===== src/design/dtcs_pkg.sv =====
// Shared types, constants and helper functions for the DDS tuning command sequencer.
// Depends on nothing; every other design file imports it.
package dtcs_pkg;

  localparam int unsigned WORD_W          = 16;
  localparam int unsigned FREQ_W          = 32;
  localparam int unsigned IDX_W           = 3;
  localparam int unsigned QUEUE_DEPTH_DEF = 2;
  localparam logic [FREQ_W-1:0] MASTER_CLOCK_RESET = 32'd25000000;

  typedef enum logic [1:0] {
    OP_INIT      = 2'd0,
    OP_SET_FREQ  = 2'd1,
    OP_SLEEP_ON  = 2'd2,
    OP_SLEEP_OFF = 2'd3
  } op_t;

  typedef enum logic [1:0] {
    BK_IDLE,
    BK_DIVIDE,
    BK_EMIT
  } back_state_t;

  // One queued request, already classified by the front end.
  typedef struct packed {
    op_t                op;
    logic [FREQ_W-1:0]  freq;
    logic               saturate;
  } entry_t;

  localparam logic [WORD_W-1:0] WORD_RESET_CTRL = 16'hF800;
  localparam logic [WORD_W-1:0] WORD_CLEAR_A    = 16'hB000;
  localparam logic [WORD_W-1:0] WORD_CLEAR_B    = 16'hC000;
  localparam logic [WORD_W-1:0] WORD_SLEEP_ON   = 16'hE000;
  localparam logic [WORD_W-1:0] WORD_FREQ_HH    = 16'h3300;
  localparam logic [WORD_W-1:0] WORD_FREQ_HL    = 16'h2200;
  localparam logic [WORD_W-1:0] WORD_FREQ_LH    = 16'h3100;
  localparam logic [WORD_W-1:0] WORD_FREQ_LL    = 16'h2000;
  localparam logic [WORD_W-1:0] WORD_PHASE_A    = 16'h1900;
  localparam logic [WORD_W-1:0] WORD_PHASE_B    = 16'h0800;

  // Index of the final word in the run of a given operation.
  function automatic logic [IDX_W-1:0] last_index(input op_t op);
    logic [IDX_W-1:0] r;
    case (op)
      OP_INIT:     r = 3'd2;
      OP_SET_FREQ: r = 3'd5;
      default:     r = 3'd0;
    endcase
    return r;
  endfunction

  // Command word number idx of the run for op, given the tuning word tw.
  function automatic logic [WORD_W-1:0] command_for(input op_t op,
                                                    input logic [IDX_W-1:0] idx,
                                                    input logic [FREQ_W-1:0] tw);
    logic [WORD_W-1:0] w;
    case (op)
      OP_INIT: begin
        case (idx)
          3'd0:    w = WORD_RESET_CTRL;
          3'd1:    w = WORD_CLEAR_A;
          default: w = WORD_CLEAR_B;
        endcase
      end
      OP_SET_FREQ: begin
        case (idx)
          3'd0:    w = WORD_FREQ_HH | {8'h00, tw[31:24]};
          3'd1:    w = WORD_FREQ_HL | {8'h00, tw[23:16]};
          3'd2:    w = WORD_FREQ_LH | {8'h00, tw[15:8]};
          3'd3:    w = WORD_FREQ_LL | {8'h00, tw[7:0]};
          3'd4:    w = WORD_PHASE_A;
          default: w = WORD_PHASE_B;
        endcase
      end
      OP_SLEEP_ON: w = WORD_SLEEP_ON;
      default:     w = WORD_CLEAR_B;
    endcase
    return w;
  endfunction

endpackage


===== src/design/dtcs_front.sv =====
// Front end: accepts requests, flags saturating frequencies and queues them.
// Depends on dtcs_pkg.
module dtcs_front import dtcs_pkg::*; #(
  parameter int unsigned QUEUE_DEPTH = QUEUE_DEPTH_DEF
) (
  input  logic              clk,
  input  logic              rst,
  input  logic              start,
  input  logic [1:0]        operation,
  input  logic [FREQ_W-1:0] frequency_hz,
  input  logic [FREQ_W-1:0] master_clock_hz,
  input  logic              pop,
  output logic              busy,
  output logic              empty,
  output entry_t            head
);

  localparam int unsigned PTR_W = (QUEUE_DEPTH > 1) ? $clog2(QUEUE_DEPTH) : 1;
  localparam int unsigned CNT_W = $clog2(QUEUE_DEPTH + 1);
  localparam logic [PTR_W-1:0] PTR_LAST = PTR_W'(QUEUE_DEPTH - 1);
  localparam logic [CNT_W-1:0] CNT_FULL = CNT_W'(QUEUE_DEPTH);

  entry_t           slots [QUEUE_DEPTH];
  logic [PTR_W-1:0] wr_ptr;
  logic [PTR_W-1:0] rd_ptr;
  logic [CNT_W-1:0] count;
  logic             push;
  logic             do_pop;
  entry_t           incoming;

  assign busy   = (count == CNT_FULL);
  assign empty  = (count == '0);
  assign push   = start && !busy;
  assign do_pop = pop && !empty;
  assign head   = slots[rd_ptr];

  // A zero clock register also saturates, since every frequency is at or above it.
  always_comb begin
    incoming.op       = op_t'(operation);
    incoming.freq     = frequency_hz;
    incoming.saturate = (frequency_hz >= master_clock_hz);
  end

  always_ff @(posedge clk) begin
    if (push) begin
      slots[wr_ptr] <= incoming;
    end
  end

  always_ff @(posedge clk) begin
    if (rst) begin
      wr_ptr <= '0;
      rd_ptr <= '0;
      count  <= '0;
    end else begin
      if (push) begin
        wr_ptr <= (wr_ptr == PTR_LAST) ? '0 : wr_ptr + 1'b1;
      end
      if (do_pop) begin
        rd_ptr <= (rd_ptr == PTR_LAST) ? '0 : rd_ptr + 1'b1;
      end
      if (push && !do_pop) begin
        count <= count + 1'b1;
      end else if (do_pop && !push) begin
        count <= count - 1'b1;
      end
    end
  end

endmodule


===== src/design/dtcs_divider.sv =====
// Restoring divider, one quotient bit per cycle: floor(freq * 2^32 / divisor).
// Requires freq < divisor. Depends on dtcs_pkg.
module dtcs_divider import dtcs_pkg::*; (
  input  logic              clk,
  input  logic              rst,
  input  logic              go,
  input  logic [FREQ_W-1:0] freq,
  input  logic [FREQ_W-1:0] divisor,
  output logic              done,
  output logic [FREQ_W-1:0] quotient
);

  localparam int unsigned STEP_W = $clog2(FREQ_W);

  logic              running;
  logic [STEP_W-1:0] step;
  logic [FREQ_W-1:0] remainder;
  logic [FREQ_W-1:0] dvs;
  logic [FREQ_W:0]   shifted;
  logic [FREQ_W:0]   diff;
  logic              fits;

  assign shifted = {remainder, 1'b0};
  assign diff    = shifted - {1'b0, dvs};
  assign fits    = (shifted >= {1'b0, dvs});

  always_ff @(posedge clk) begin
    if (go) begin
      remainder <= freq;
      dvs       <= divisor;
    end else if (running) begin
      remainder <= fits ? diff[FREQ_W-1:0] : shifted[FREQ_W-1:0];
      quotient  <= {quotient[FREQ_W-2:0], fits};
    end
  end

  // done pulses for one cycle once the final quotient bit is in the register.
  always_ff @(posedge clk) begin
    if (rst) begin
      running <= 1'b0;
      step    <= '0;
      done    <= 1'b0;
    end else begin
      done <= running && (step == '0);
      if (go) begin
        running <= 1'b1;
        step    <= STEP_W'(FREQ_W - 1);
      end else if (running) begin
        if (step == '0) begin
          running <= 1'b0;
        end else begin
          step <= step - 1'b1;
        end
      end
    end
  end

endmodule


===== src/design/dtcs_back.sv =====
// Back end: takes queued requests, runs the divider and emits the command words.
// Depends on dtcs_pkg and dtcs_divider.
module dtcs_back import dtcs_pkg::*; (
  input  logic              clk,
  input  logic              rst,
  input  logic              empty,
  input  entry_t            head,
  input  logic [FREQ_W-1:0] master_clock_hz,
  output logic              pop,
  output logic              strobe,
  output logic [WORD_W-1:0] command_word,
  output logic              last_word
);

  back_state_t       state;
  back_state_t       state_next;
  op_t               op;
  logic [IDX_W-1:0]  idx;
  logic [FREQ_W-1:0] tw;
  logic              div_go;
  logic              div_done;
  logic [FREQ_W-1:0] div_quotient;
  logic              at_last;

  dtcs_divider u_div (
    .clk      (clk),
    .rst      (rst),
    .go       (div_go),
    .freq     (head.freq),
    .divisor  (master_clock_hz),
    .done     (div_done),
    .quotient (div_quotient)
  );

  assign at_last      = (idx == last_index(op));
  assign strobe       = (state == BK_EMIT);
  assign command_word = command_for(op, idx, tw);
  assign last_word    = at_last;

  always_comb begin
    state_next = state;
    pop        = 1'b0;
    div_go     = 1'b0;
    case (state)
      BK_IDLE: begin
        pop = !empty;
      end
      BK_DIVIDE: begin
        if (div_done) begin
          state_next = BK_EMIT;
        end
      end
      BK_EMIT: begin
        if (at_last) begin
          pop        = !empty;
          state_next = BK_IDLE;
        end
      end
      default: state_next = BK_IDLE;
    endcase
    // Launching the next request may follow the final word directly.
    if (pop) begin
      if (head.op == OP_SET_FREQ && !head.saturate) begin
        div_go     = 1'b1;
        state_next = BK_DIVIDE;
      end else begin
        state_next = BK_EMIT;
      end
    end
  end

  always_ff @(posedge clk) begin
    if (rst) begin
      state <= BK_IDLE;
    end else begin
      state <= state_next;
    end
  end

  always_ff @(posedge clk) begin
    if (pop) begin
      op  <= head.op;
      idx <= '0;
      tw  <= '1;
    end else begin
      if (state == BK_EMIT) begin
        idx <= idx + 1'b1;
      end
      if (div_done) begin
        tw <= div_quotient;
      end
    end
  end

endmodule


===== src/design/dds_tuning_command_sequencer_top.sv =====
// Top level of the DDS tuning command sequencer: clock register, front end and back end.
// Depends on dtcs_pkg, dtcs_front and dtcs_back.
//
// The block turns each request transaction into the run of 16-bit command words that a
// direct digital synthesiser expects. A transaction is taken at a rising edge where start
// is high and busy is low; busy rises only when the request queue (QUEUE_DEPTH entries,
// two by default) is full, so requests may be issued while earlier ones are still being
// worked on. Each command word appears on command_word for exactly one cycle with strobe
// high and last_word marking the final word of the run; the receiver cannot stall these
// words, so it must take one every cycle that strobe is high. Init gives three words,
// sleep on and sleep off one word each, and set frequency six words. The back end launches
// a request from idle or overlapped with the final word of the previous run, then emits
// one word per cycle. Set frequency first runs a restoring divider that produces one
// quotient bit per cycle and then hands the quotient over as the tuning word before its
// six words; a frequency at or above the master clock (or a zero clock register)
// saturates the tuning word to all ones and skips the divider. The master clock register
// is written with config_write and config_data and resets to 25 MHz; it must only be
// written while no request is outstanding. There is no clearing pass after reset.
module dds_tuning_command_sequencer_top import dtcs_pkg::*; #(
  parameter int unsigned QUEUE_DEPTH = QUEUE_DEPTH_DEF
) (
  input  logic              clk,
  input  logic              rst,
  input  logic              start,
  output logic              busy,
  input  logic [1:0]        operation,
  input  logic [FREQ_W-1:0] frequency_hz,
  input  logic              config_write,
  input  logic [FREQ_W-1:0] config_data,
  output logic              strobe,
  output logic [WORD_W-1:0] command_word,
  output logic              last_word
);

  logic [FREQ_W-1:0] master_clock_hz;
  logic              q_empty;
  logic              q_pop;
  entry_t            q_head;

  // The master clock register is the divisor of the tuning word.
  always_ff @(posedge clk) begin
    if (rst) begin
      master_clock_hz <= MASTER_CLOCK_RESET;
    end else if (config_write) begin
      master_clock_hz <= config_data;
    end
  end

  // The front end accepts and classifies requests and holds them in a short queue.
  dtcs_front #(
    .QUEUE_DEPTH (QUEUE_DEPTH)
  ) u_front (
    .clk             (clk),
    .rst             (rst),
    .start           (start),
    .operation       (operation),
    .frequency_hz    (frequency_hz),
    .master_clock_hz (master_clock_hz),
    .pop             (q_pop),
    .busy            (busy),
    .empty           (q_empty),
    .head            (q_head)
  );

  // The back end divides where needed and plays out the command words.
  dtcs_back u_back (
    .clk             (clk),
    .rst             (rst),
    .empty           (q_empty),
    .head            (q_head),
    .master_clock_hz (master_clock_hz),
    .pop             (q_pop),
    .strobe          (strobe),
    .command_word    (command_word),
    .last_word       (last_word)
  );

endmodule


===== config.mk =====
export PLATFORM = sky130hd
export DESIGN_NAME = dds_tuning_command_sequencer_top
export DESIGN_NICKNAME = d
export VERILOG_FILES = /design/src/design/dtcs_pkg.sv /design/src/design/dtcs_front.sv /design/src/design/dtcs_divider.sv /design/src/design/dtcs_back.sv /design/src/design/dds_tuning_command_sequencer_top.sv
export SDC_FILE = /design/constraint.sdc
export NUM_CORES = 1
export LEC_CHECK = 0
export ABC_AREA = 1
export BUFFER_PORTS_ARGS = -buffer_cell sky130_fd_sc_hd__buf_4
export CAP_MARGIN = 20
export CORE_ASPECT_RATIO = 1.25
export CORE_MARGIN = 3
export CORE_UTILIZATION = 42
export CTS_BUF_LIST = sky130_fd_sc_hd__clkbuf_8
export CTS_CLUSTER_DIAMETER = 150
export CTS_CLUSTER_SIZE = 8
export DETAILED_ROUTE_END_ITERATION = 8
export HOLD_SLACK_MARGIN = 0.12
export MAX_ROUTING_LAYER = met4
export SYNTH_ARGS = -nofsm -noshare
export SYNTH_HDL_FRONTEND = slang
export SYNTH_SLANG_ARGS = --single-unit

===== constraint.sdc =====
create_clock -name clk -period 3.08 [get_ports clk]
set_input_delay 0.462 -clock clk [delete_from_list [all_inputs] [get_ports clk]]
set_output_delay 0.462 -clock clk [all_outputs]
set_load 0.05 [all_outputs]

* After elaboration in Yosys (flattened, before gate mapping)
Memory sizes are Yosys's and may differ from the RTL's. A register that Yosys moved wholly into a read port is not among the register bits.
Index checks and enable logic that the tools add are counted.
** Storage, ports and cells
- Bits in registers :: 178
- Memory bits (writable) :: 70
- Bits of input ports :: 70
- Output and inout bits :: 19
- Word-level logic and storage cells :: 91
- Memories kept :: 1
** Memory list
- u_front.slots :: depth 2, width 35, rd ports 1, clocked after Yosys merged registers in 1, write ports 1, RTL line dtcs_front.sv:23 : entry_t slots [QUEUE_DEPTH];
** Operators by class
- Add/sub/neg operators :: 7
- $lt $le $gt $ge :: 2
- Equal/unequal tests :: 15
- Multiplexer cells :: 30
- Bitwise operators :: 1
- Reductions and logical operators :: 21
** Operator list (count)
- $mux W32 :: 3
- $pmux W14 S5 :: 1
- $pmux W16 S3 :: 1
- $ge A33 B32 Y1 :: 1
- $ge A32 B32 Y1 :: 1
- $sub A32 B32 Y32 :: 1
- $pmux W15 S2 :: 1
- $mux W5 :: 3
- $mux W1 :: 12
- $mux W2 :: 6
- $eq A2 B1 Y1 const B :: 3
- $eq A2 B2 Y1 const B :: 3
- $eq A3 B2 Y1 const B :: 2
- $logic_and A1 B1 Y1 :: 6
- $logic_not A2 Y1 :: 3
- $pmux W2 S3 :: 1
- $pmux W3 S2 :: 1
- $logic_not A1 Y1 :: 5
- $logic_not A5 Y1 :: 1
- $sub A5 B1 Y5 const B :: 1
- $reduce_and A2 Y1 :: 2
- $reduce_bool A2 Y1 :: 2
- $add A3 B1 Y3 const B :: 1
- $eq A3 B1 Y1 const B :: 1
- other kinds (13) :: 14

* Depth between registers and ports, before layout
Gate-level depths: netlist of the first run.
- Depth in word-level cells :: 9
- Depth in mapped cells :: 17
- Mapped depth without buffers :: 16

* Cells and area by module
From an unflattened synthesis of the first run, not the netlist that was laid out.
** Unflattened totals
- Cells, all modules :: 1613
- Area, all modules :: 13556.8 sq um
** By module, submodules not included
- dtcs_divider :: instances 1, cells an instance 891, area each 6836.6 sq um
- dtcs_front :: instances 1, cells an instance 276, area each 3583.4 sq um
- dtcs_back :: instances 1, cells an instance 266, area each 1876.8 sq um
- dds_tuning_command_sequencer_top :: instances 1, cells an instance 180, area each 1260.0 sq um

* Worst setup path before layout of the first run
OpenSTA, ideal clock, no wires.
- Path type :: register to output
- From :: reg u_back.idx[1]
- To :: out command_word[12]
- Arrival :: 2299 ps
- Path slack :: 319 ps
- Stages on the path, launching flop included :: 10
- Buffers on the path :: 1
- Cell sequence :: dfxtp_1 -> inv_1 -> ha_1 -> inv_1 -> nor2_1 -> nor2_1 -> o211ai_1 -> nand2_1 -> clkbuf_1 -> o21ai_0
** On the way
- Longest elaborated chain between the ends :: 3
- Elaborated cells on any way between the ends :: 8
- Classes of those cells :: eq/ne: 4; mux: 3; reduce/logical: 1
** Ends and longest elaborated chain
- from (decl) :: RTL line dtcs_back.sv:18 : logic [IDX_W-1:0] idx;
- from (signal assigned) :: RTL line dtcs_back.sv:87 : idx <= idx + 1'b1;
- $eq A3 B3 Y1 (tied with other cells) :: RTL line dtcs_pkg.sv:67 : case (idx)
- $pmux W14 S5 or $pmux W15 S2 (tied branches) :: RTL line dtcs_pkg.sv:67, dtcs_pkg.sv:60
- $pmux W16 S3 * :: RTL line dtcs_pkg.sv:58 : case (op)
- to (decl) :: RTL line dds_tuning_command_sequencer_top.sv:31 : output logic [WORD_W-1:0] command_word,
Mark *: on every way between the ends. The rest lies on a longest branch, timed or not.

* Worst setup path in the final report of the first run
- From :: reg u_back.idx[0]
- To :: out command_word[3]
** On the way
- Longest elaborated chain between the ends :: 3
- Elaborated cells on any way between the ends :: 7
- Classes of those cells :: eq/ne: 4; mux: 2; reduce/logical: 1
** Ends and longest elaborated chain (RTL line)
- $eq A3 B3 Y1 (tied with other cells) :: dtcs_pkg.sv:67
- $pmux W14 S5 * :: dtcs_pkg.sv:67
- $pmux W16 S3 * :: dtcs_pkg.sv:58
Marked as above.

==> flow_metrics.env, run 1 <==
export IMPL_worstSetupStartpoint="u_back.idx[0]"
export IMPL_io_pins=89
export IMPL_clk_path_buf_depth=3
export IMPL_cts_tree="built"
export IMPL_die_area_mm2=0.03366
export IMPL_yosysWarningCount=0
export IMPL_vias=10317
export IMPL_path_cells="inv_1 > ha_1 > inv_1 > nor2_1 > buf_4 > a22o_1 > a221oi_1 > nor2_1 > buf_4"
export IMPL_hpwl_um=25180
export IMPL_grt_pass1_vias=10363
export IMPL_routedWlPerCell_um=16.11
export IMPL_worst_setup_path_end_kind="output port"
export IMPL_setup_ws_ps=218.7
export IMPL_synth_edf_count=168
export IMPL_antenna_found_initial=0
export IMPL_hold_violations=0
export IMPL_finalSetupTns_ps=0
export IMPL_wl_um=33970
export IMPL_syn_area_mm2=0.01322
export IMPL_syn_instance_count=1537
export IMPL_grt_max_degree=48
export IMPL_fin_crit_ps=2861
export IMPL_p_total_mw=11.03
export IMPL_clkTransAtPathRegs_ps=60
export IMPL_dr_pass1_iters=5
export IMPL_synth_area_top_cells="edfxtp_1 38%, dfxtp_1 12%, nand2_1 12%"
export IMPL_ys_ff_latch=249
export IMPL_dieHeight_um=204.4
export IMPL_grt_overflow_total=0
export IMPL_timing_rr_end="u_back.u_div.remainder[9]"
export IMPL_synth_cell_types=49
export IMPL_placedCellCount=1999
export IMPL_antenna_cells=0
export IMPL_crit_fanout=11
export IMPL_crit_slowest_cell="dfxtp_1"
export IMPL_rsz0062_at_grt="false"
export IMPL_power_density_mw_per_mm2=718.6
export IMPL_root_buffer="clkbuf_8"
export IMPL_fin_crit_sh_pct=92.90
export IMPL_initial_core_util_pct=42.66
export IMPL_avgViaCountPerCell=4.894
export IMPL_crit_type="flop to output port"
export IMPL_gp_congestion=0.9276
export IMPL_core_area_mm2=0.03099
export IMPL_min_path_type="input port to flop"
export IMPL_crit_arrival_ps=2400
export IMPL_synth_ff_type="edfxtp_1"
export IMPL_cp_slowest_stage_delay_ps=400
export IMPL_reg2reg_slack_ps=450
export IMPL_die_w_um=164.7
export IMPL_max_freq_mhz=349.5
export IMPL_num_nets_final=1817
export IMPL_post_place_ws_ps=478.3
export IMPL_skew_ps=36.94
export IMPL_synth_avg_cell_area_um2=8.602
export IMPL_drt_iter0_markers=392
export IMPL_synth_area_leader_cell="edfxtp_1"
export IMPL_outcome="completed"
export IMPL_synthArstFlopShare_pct=0
export IMPL_p_leak_nw=7.129
export IMPL_fillers=2990
export IMPL_slew_viol_final=0
export IMPL_setup_viol_count_final=0
export IMPL_grt_total_usage_pct=21.15
export IMPL_clkSinkCount=249
export IMPL_maxCapViolCount=0
export IMPL_yosysTopAreaCellShare_pct=38.16
export IMPL_startpoint_type="flop"
export IMPL_cts_post_setup_buffers_inserted=0
export IMPL_clock_latency_ps=550
export IMPL_grt_pass1_wl_um=54370
export IMPL_relSlewSlack_pct=28.33
export IMPL_instances_no_fill=2108
export IMPL_num_rows=72
export IMPL_syn_num_nets=1681
export IMPL_ant_nets=0
export IMPL_drc=0
export IMPL_worst_slew_pin_slew_ps=1074
export IMPL_ys_seq_area_share_pct=50.42
export IMPL_ir_drop_uv=1085
export IMPL_crit_required_ps=2620
export IMPL_crit_end="command_word[3]"
export IMPL_r2r_cells=12
export IMPL_syn_to_final_growth_pct=16.05
export IMPL_worstReg2RegStart="u_back.u_div.remainder[7]"
export IMPL_cts_max_level=2
export IMPL_port_buffers=87
export IMPL_drive_above_1_share_pct=12.17
export IMPL_numCtsBuffers=37
[cell usage after synthesis (2+ instances only)]
library cell and number:
nand2_1 420, nor2_1 74, buf_4 4, nand3_1 112, nand4_1 12, nor4_1 2
nand3b_1 16, nor2_4 2, a41oi_1 6, or2_2 23, dfxtp_1 81, buf_6 9
edfxtp_1 168, nand3_2 7, xor2_1 4, a211oi_1 3, a22o_1 2, a31oi_1 2
a221oi_1 2, o21bai_1 3, o21ai_0 52, nor2_2 4, inv_2 7, and2_1 5
a21oi_2 2, o31ai_1 2, buf_2 10, mux2i_1 10, nand2_2 6, o21a_1 4
o211ai_1 23, ha_1 73, xnor2_1 13, o21ai_1 10, clkbuf_1 26, buf_1 2
a21oi_1 77, nor3_1 7, inv_1 242
[how the worst min path moves through the flow]
stage	start	to	slack (ps)	cells past startpoint
floorplan	master_clock_hz[10]	u_back.u_div.dvs[10]	410	0
global placement	master_clock_hz[12]	u_back.u_div.dvs[12]	410	0
detailed placement	master_clock_hz[13]	u_back.u_div.dvs[13]	420	0
CTS	config_data[18]	master_clock_hz[18]	120	3
global route	config_data[24]	master_clock_hz[24]	130	3
finish	config_data[19]	master_clock_hz[19]	160	3
[where the power goes]
part           switching, mW  internal, mW
registers              0.200          4.13
logic                   2.89          1.42
clock network           1.25          1.13
total                   4.34          6.68
[flip-flops by register name, summed over array words and instances (netlist names), named ones only]
signal	flops
u_back.state	2
u_back.idx	3
u_front.rd_ptr	1
u_back.tw	32
u_back.u_div.done	1
u_front.slots	70
master_clock_hz	32
u_back.op	2
u_back.u_div.step	5
u_back.u_div.quotient	32
u_front.count	2
u_back.u_div.remainder	32
u_front.wr_ptr	1
u_back.u_div.dvs	32
u_back.u_div.running	1
[worst max-delay path, delay by kind of cell (launching register included)]
| kind | cells | cell delay (ps) |
|---|---|---|
| AND/OR/NAND/NOR | 2 | 170 |
| AO/OA/AOI/OAI | 2 | 440 |
| adder cells (fa/ha/maj) | 1 | 240 |
| flip-flops | 1 | 400 |
| buffers and inverters | 4 | 620 |
[cells in the final DEF, fill, tap and decap left out, types with 52 or more instances in the layout]
master,count
inv_1,268
o21ai_0,52
ha_1,73
edfxtp_1,168
nor2_1,72
nand3_1,112
buf_4,104
nand2_1,419
a21oi_1,77
dfxtp_1,81
[stage by stage]
step	hold slack (ps)	instance area [um2]	util (%)
finish	159.0	15340	49.51
global route	126.8	15340	49.51
CTS	124.2	15340	49.50
detailed placement	415.7	14280	46.08
global placement	413.6	14280	46.08
floorplan	408.2	13220	-
[what timing repair did]
| item | 4_1_cts | 5_1_grt |
|---|---|---|
| endpoints found under the setup margin | 0 | 7 |
| endpoints found under the hold margin | 76 | 0 |
| hold buffers | 42 | 0 |
| gates resized for setup | 0 | 1 |
[cell type report]
class                           instances  area (um2)  share of cell area [%]
Clock buffer                           37       509.2                   3.319
Timing Repair Buffer                  148        1241                   8.089
Tap cell                              407       509.2                   3.319
Inverter                              250       940.9                   6.132
Sequential cell                       249        6666                   43.45
Clock inverter                         30       131.4                  0.8562
Multi-Input combinational cell        987        5345                   34.84
[logic make-up after synthesis]
family,after synthesis,share of synthesized area (%)
simple gates,694,22.96
buf+inv,301,9.284
flops,249,50.42
compound gates,191,8.366
fa+ha+maj,74,7.060
xor+xnor,17,1.126
mux,10,0.7571
other cells,1,0.02836
[layer usage]
layer,wire (um),global-route usage (%),part of all wire [%]
met1,14550,25.39,43
met2,17320,36.24,51
met3,1079,2.980,3.2
met4,1019,7.522,3.0
met5,0,-,0
No activity file was read; power rests on OpenSTA's default activity.
==> run 2, diff against run 1 <==
ABC_AREA = 0   (was 1)
SYNTH_HIERARCHICAL = 1   (was unset)
==> run 2 against run 1 <==
Compared with the run above: via count is 17% lower; non-clock buffer count stayed put; wire length fell by 21%; register-to-register slack worse by 390 ps; critical path depth up 1; maximum frequency fell by 5.3%; die area fell by 6.5%; sequential cell count unchanged; critical endpoint is now u_back/u_div/remainder[31].
==> flow_metrics.env, run 2 <==
export IMPL_port_buffers=87
export IMPL_p_leak_nw=5.822
export IMPL_synth_cell_types=73
export IMPL_num_rows=69
export IMPL_final_cell_mix="168 x edfxtp_1, 110 x inv_1, 103 x buf_4, 97 x nand2_1, 96 x nor2_1"
export IMPL_path_cells="ha_4 > nand2b_1 > a211o_1 > nand3b_4 > a21oi_2 > o21ba_4 > o211ai_1 > a311oi_2 > or4b_1 > and3_1"
export IMPL_syn_instance_count=1097
export IMPL_routedWlPerCell_um=16.23
export IMPL_grt_pass1_wl_um=43080
export IMPL_maxCapViolCount=0
export IMPL_gp_congestion=0.8421
export IMPL_ys_seq_area_share_pct=54.03
export IMPL_fin_crit_ps=3021
export IMPL_syn_to_final_growth_pct=18.19
export IMPL_r2r_cells=10
export IMPL_synth_most_common_cell="edfxtp_1"
export IMPL_die_area_mm2=0.03149
export IMPL_synth_avg_cell_area_um2=11.25
export IMPL_die_w_um=159.3
export IMPL_rsz0062_at_grt="true"
export IMPL_design_area_mm2=0.01458
export IMPL_worst_setup_path_end_kind="flop"
export IMPL_crit_end="u_back/u_div/remainder[31]"
export IMPL_drt_iter0_markers=457
export IMPL_clock_latency_ps=530
export IMPL_crit_slowest_cell="or4b_1"
export IMPL_crit_buf_inv=0
export IMPL_worst_slew_pin_slew_ps=1067
export IMPL_ant_nets=0
export IMPL_yosysTopAreaCellShare_pct=40.88
export IMPL_wl_um=26810
export IMPL_outcome="completed"
export IMPL_slew_viol_final=0
export IMPL_clkSinkCount=249
export IMPL_drc=0
export IMPL_fillers=2700
export IMPL_skew_ps=25.53
export IMPL_dr_pass1_iters=7
export IMPL_root_buffer="clkbuf_8"
export IMPL_relSlewSlack_pct=28.88
export IMPL_synth_area_leader_cell="edfxtp_1"
export IMPL_crit_type="flop to flop"
export IMPL_instances_no_fill=1652
export IMPL_crit_arrival_ps=3290
export IMPL_grt_max_degree=53
export IMPL_synth_area_top_cells="edfxtp_1 41%, dfxtp_1 13%, ha_1 7.3%"
export IMPL_reg2reg_slack_ps=60
export IMPL_grt_overflow_total=0
export IMPL_grt_pass1_vias=8574
export IMPL_avgViaCountPerCell=5.163
export IMPL_worstReg2RegStart="u_back/u_div/remainder[0]"
export IMPL_yosysWarningCount=6
export IMPL_regMostFlops="u_front/slots"
export IMPL_core_area_mm2=0.02866
export IMPL_io_pins=89
export IMPL_drive_above_1_share_pct=18.46
export IMPL_hold_violations=0
export IMPL_fin_crit_sh_pct=98.10
export IMPL_min_path_type="input port to flop"
export IMPL_cts_tree="built"
export IMPL_clkTransAtPathRegs_ps=70
export IMPL_synth_edf_count=168
export IMPL_syn_num_nets=1240
export IMPL_dieHeight_um=197.6
export IMPL_syn_area_mm2=0.01234
export IMPL_timing_rr_end="u_back/u_div/remainder[31]"
export IMPL_numCtsBuffers=37
export IMPL_setup_viol_count_final=0
export IMPL_crit_family="compound AO/OA/AOI/OAI gates"
export IMPL_hpwl_um=18290
export IMPL_cp_num_cells=10
export IMPL_worstSetupStartpoint="u_back/u_div/remainder[0]"
export IMPL_initial_core_util_pct=43.05
export IMPL_crit_required_ps=3350
export IMPL_fin_util_pct=50.88
export IMPL_clk_path_buf_depth=3
export IMPL_synth_common_cells="168 x edfxtp_1, 98 x nor2_1, 97 x nand2_1, 85 x inv_1, 81 x dfxtp_1"
export IMPL_cp_slowest_stage_delay_ps=510
export IMPL_antenna_found_initial=0
export IMPL_grt_total_usage_pct=17.14
export IMPL_p_total_mw=10.68
export IMPL_placedCellCount=1543
export IMPL_max_freq_mhz=331.0
export IMPL_synth_ff_type="edfxtp_1"
export IMPL_power_density_mw_per_mm2=732.5
export IMPL_antenna_cells=0
export IMPL_num_nets_final=1379
export IMPL_cts_max_level=2
export IMPL_startpoint_type="flop"
export IMPL_final_common_cell="edfxtp_1"
export IMPL_crit_fanout=5
export IMPL_ys_ff_latch=249
export IMPL_vias=8530
export IMPL_ir_drop_uv=408.7
export IMPL_largest_register_ff_count=70
export IMPL_placed_cell_area_mm2=0.01338
export IMPL_synthArstFlopShare_pct=0
[run 2: cell count changes in the layout (fill, tap and decap cells not counted), sizes merged, moves of 17 or more]
| cell | delta |
|---|---|
| a21o | +20 |
| mux2 | +36 |
| or2 | -20 |
| nor2 | +18 |
| o21ai | -35 |
| nand2 | -321 |
| nand3 | -104 |
| a31oi | +17 |
| inv | -166 |
| mux2i | +44 |
[run 2: report_power, final]
part	switching, mW	internal, mW
Sequential	0.251	4.14
Combinational	2.37	1.57
Clock	1.23	1.12
Total	3.85	6.83
[run 2: worst min path at each step]
| stage | from | end | slack, ps | cells after the start |
|---|---|---|---|---|
| detailed placement | master_clock_hz[19] | u_back/u_div/dvs[19] | 440 | 0 |
| finish | operation[1] | u_front/slots[0][34] | 150 | 1 |
| floorplan | master_clock_hz[19] | u_back/u_div/dvs[19] | 420 | 0 |
| global route | operation[1] | u_front/slots[0][34] | 120 | 1 |
| global placement | master_clock_hz[19] | u_back/u_div/dvs[19] | 430 | 0 |
| CTS | operation[1] | u_front/slots[0][34] | 120 | 1 |
[run 2: area by class of cell]
class / count / area, um2 / share of cell area, %
inverters: 87 / 326.6 / 2.239
well taps: 390 / 488.0 / 3.346
clock inverters: 28 / 117.6 / 0.8065
clock buffers: 37 / 509.2 / 3.492
multi-input cells: 713 / 5211 / 35.73
repair buffers: 148 / 1264 / 8.665
flip-flops and latches: 249 / 6668 / 45.72
[run 2: per-stage QoR]
stage          TNS (ps)  setup WS, ps  hold slack [ps]
2_1_floorplan         0         115.1            422.4
3_3_place_gp          0         184.5            431.6
3_5_place_dp          0         94.40            435.6
4_1_cts               0         40.31            122.5
5_1_grt          -96.59        -96.59            121.0
6_report              0         58.64            152.8
[run 2: timing repair]
item                                    4_1_cts  5_1_grt
endpoints found under the setup margin        0       24
hold endpoints to repair                     70        0
resized for setup                             0       22
setup buffers                                 0        3
hold buffers                                 41        0
[run 2: layer usage]
layer	share of wire, %	track usage (%)
met1	42	19.07
met2	53	32.03
met3	3.1	2.622
met4	1.8	4.573
met5	0	-
[run 2: logic make-up after synthesis]
kind of cell             synth area share [%]
other                                 0.03039
AND/OR/NAND/NOR                         11.59
flip-flops                              54.03
adder cells (fa/ha/maj)                 7.463
XOR/XNOR                                2.129
buffers and inverters                   5.111
AO/OA/AOI/OAI                           11.99
multiplexers                            7.666
[run 2: worst reg2reg max path, cell delays in order (launching register included)]
cell	delay [ps]
edfxtp_1	440
ha_4	300
nand2b_1	70
a211o_1	300
nand3b_4	100
a21oi_2	90
o21ba_4	260
o211ai_1	350
a311oi_2	180
or4b_1	510
and3_1	150
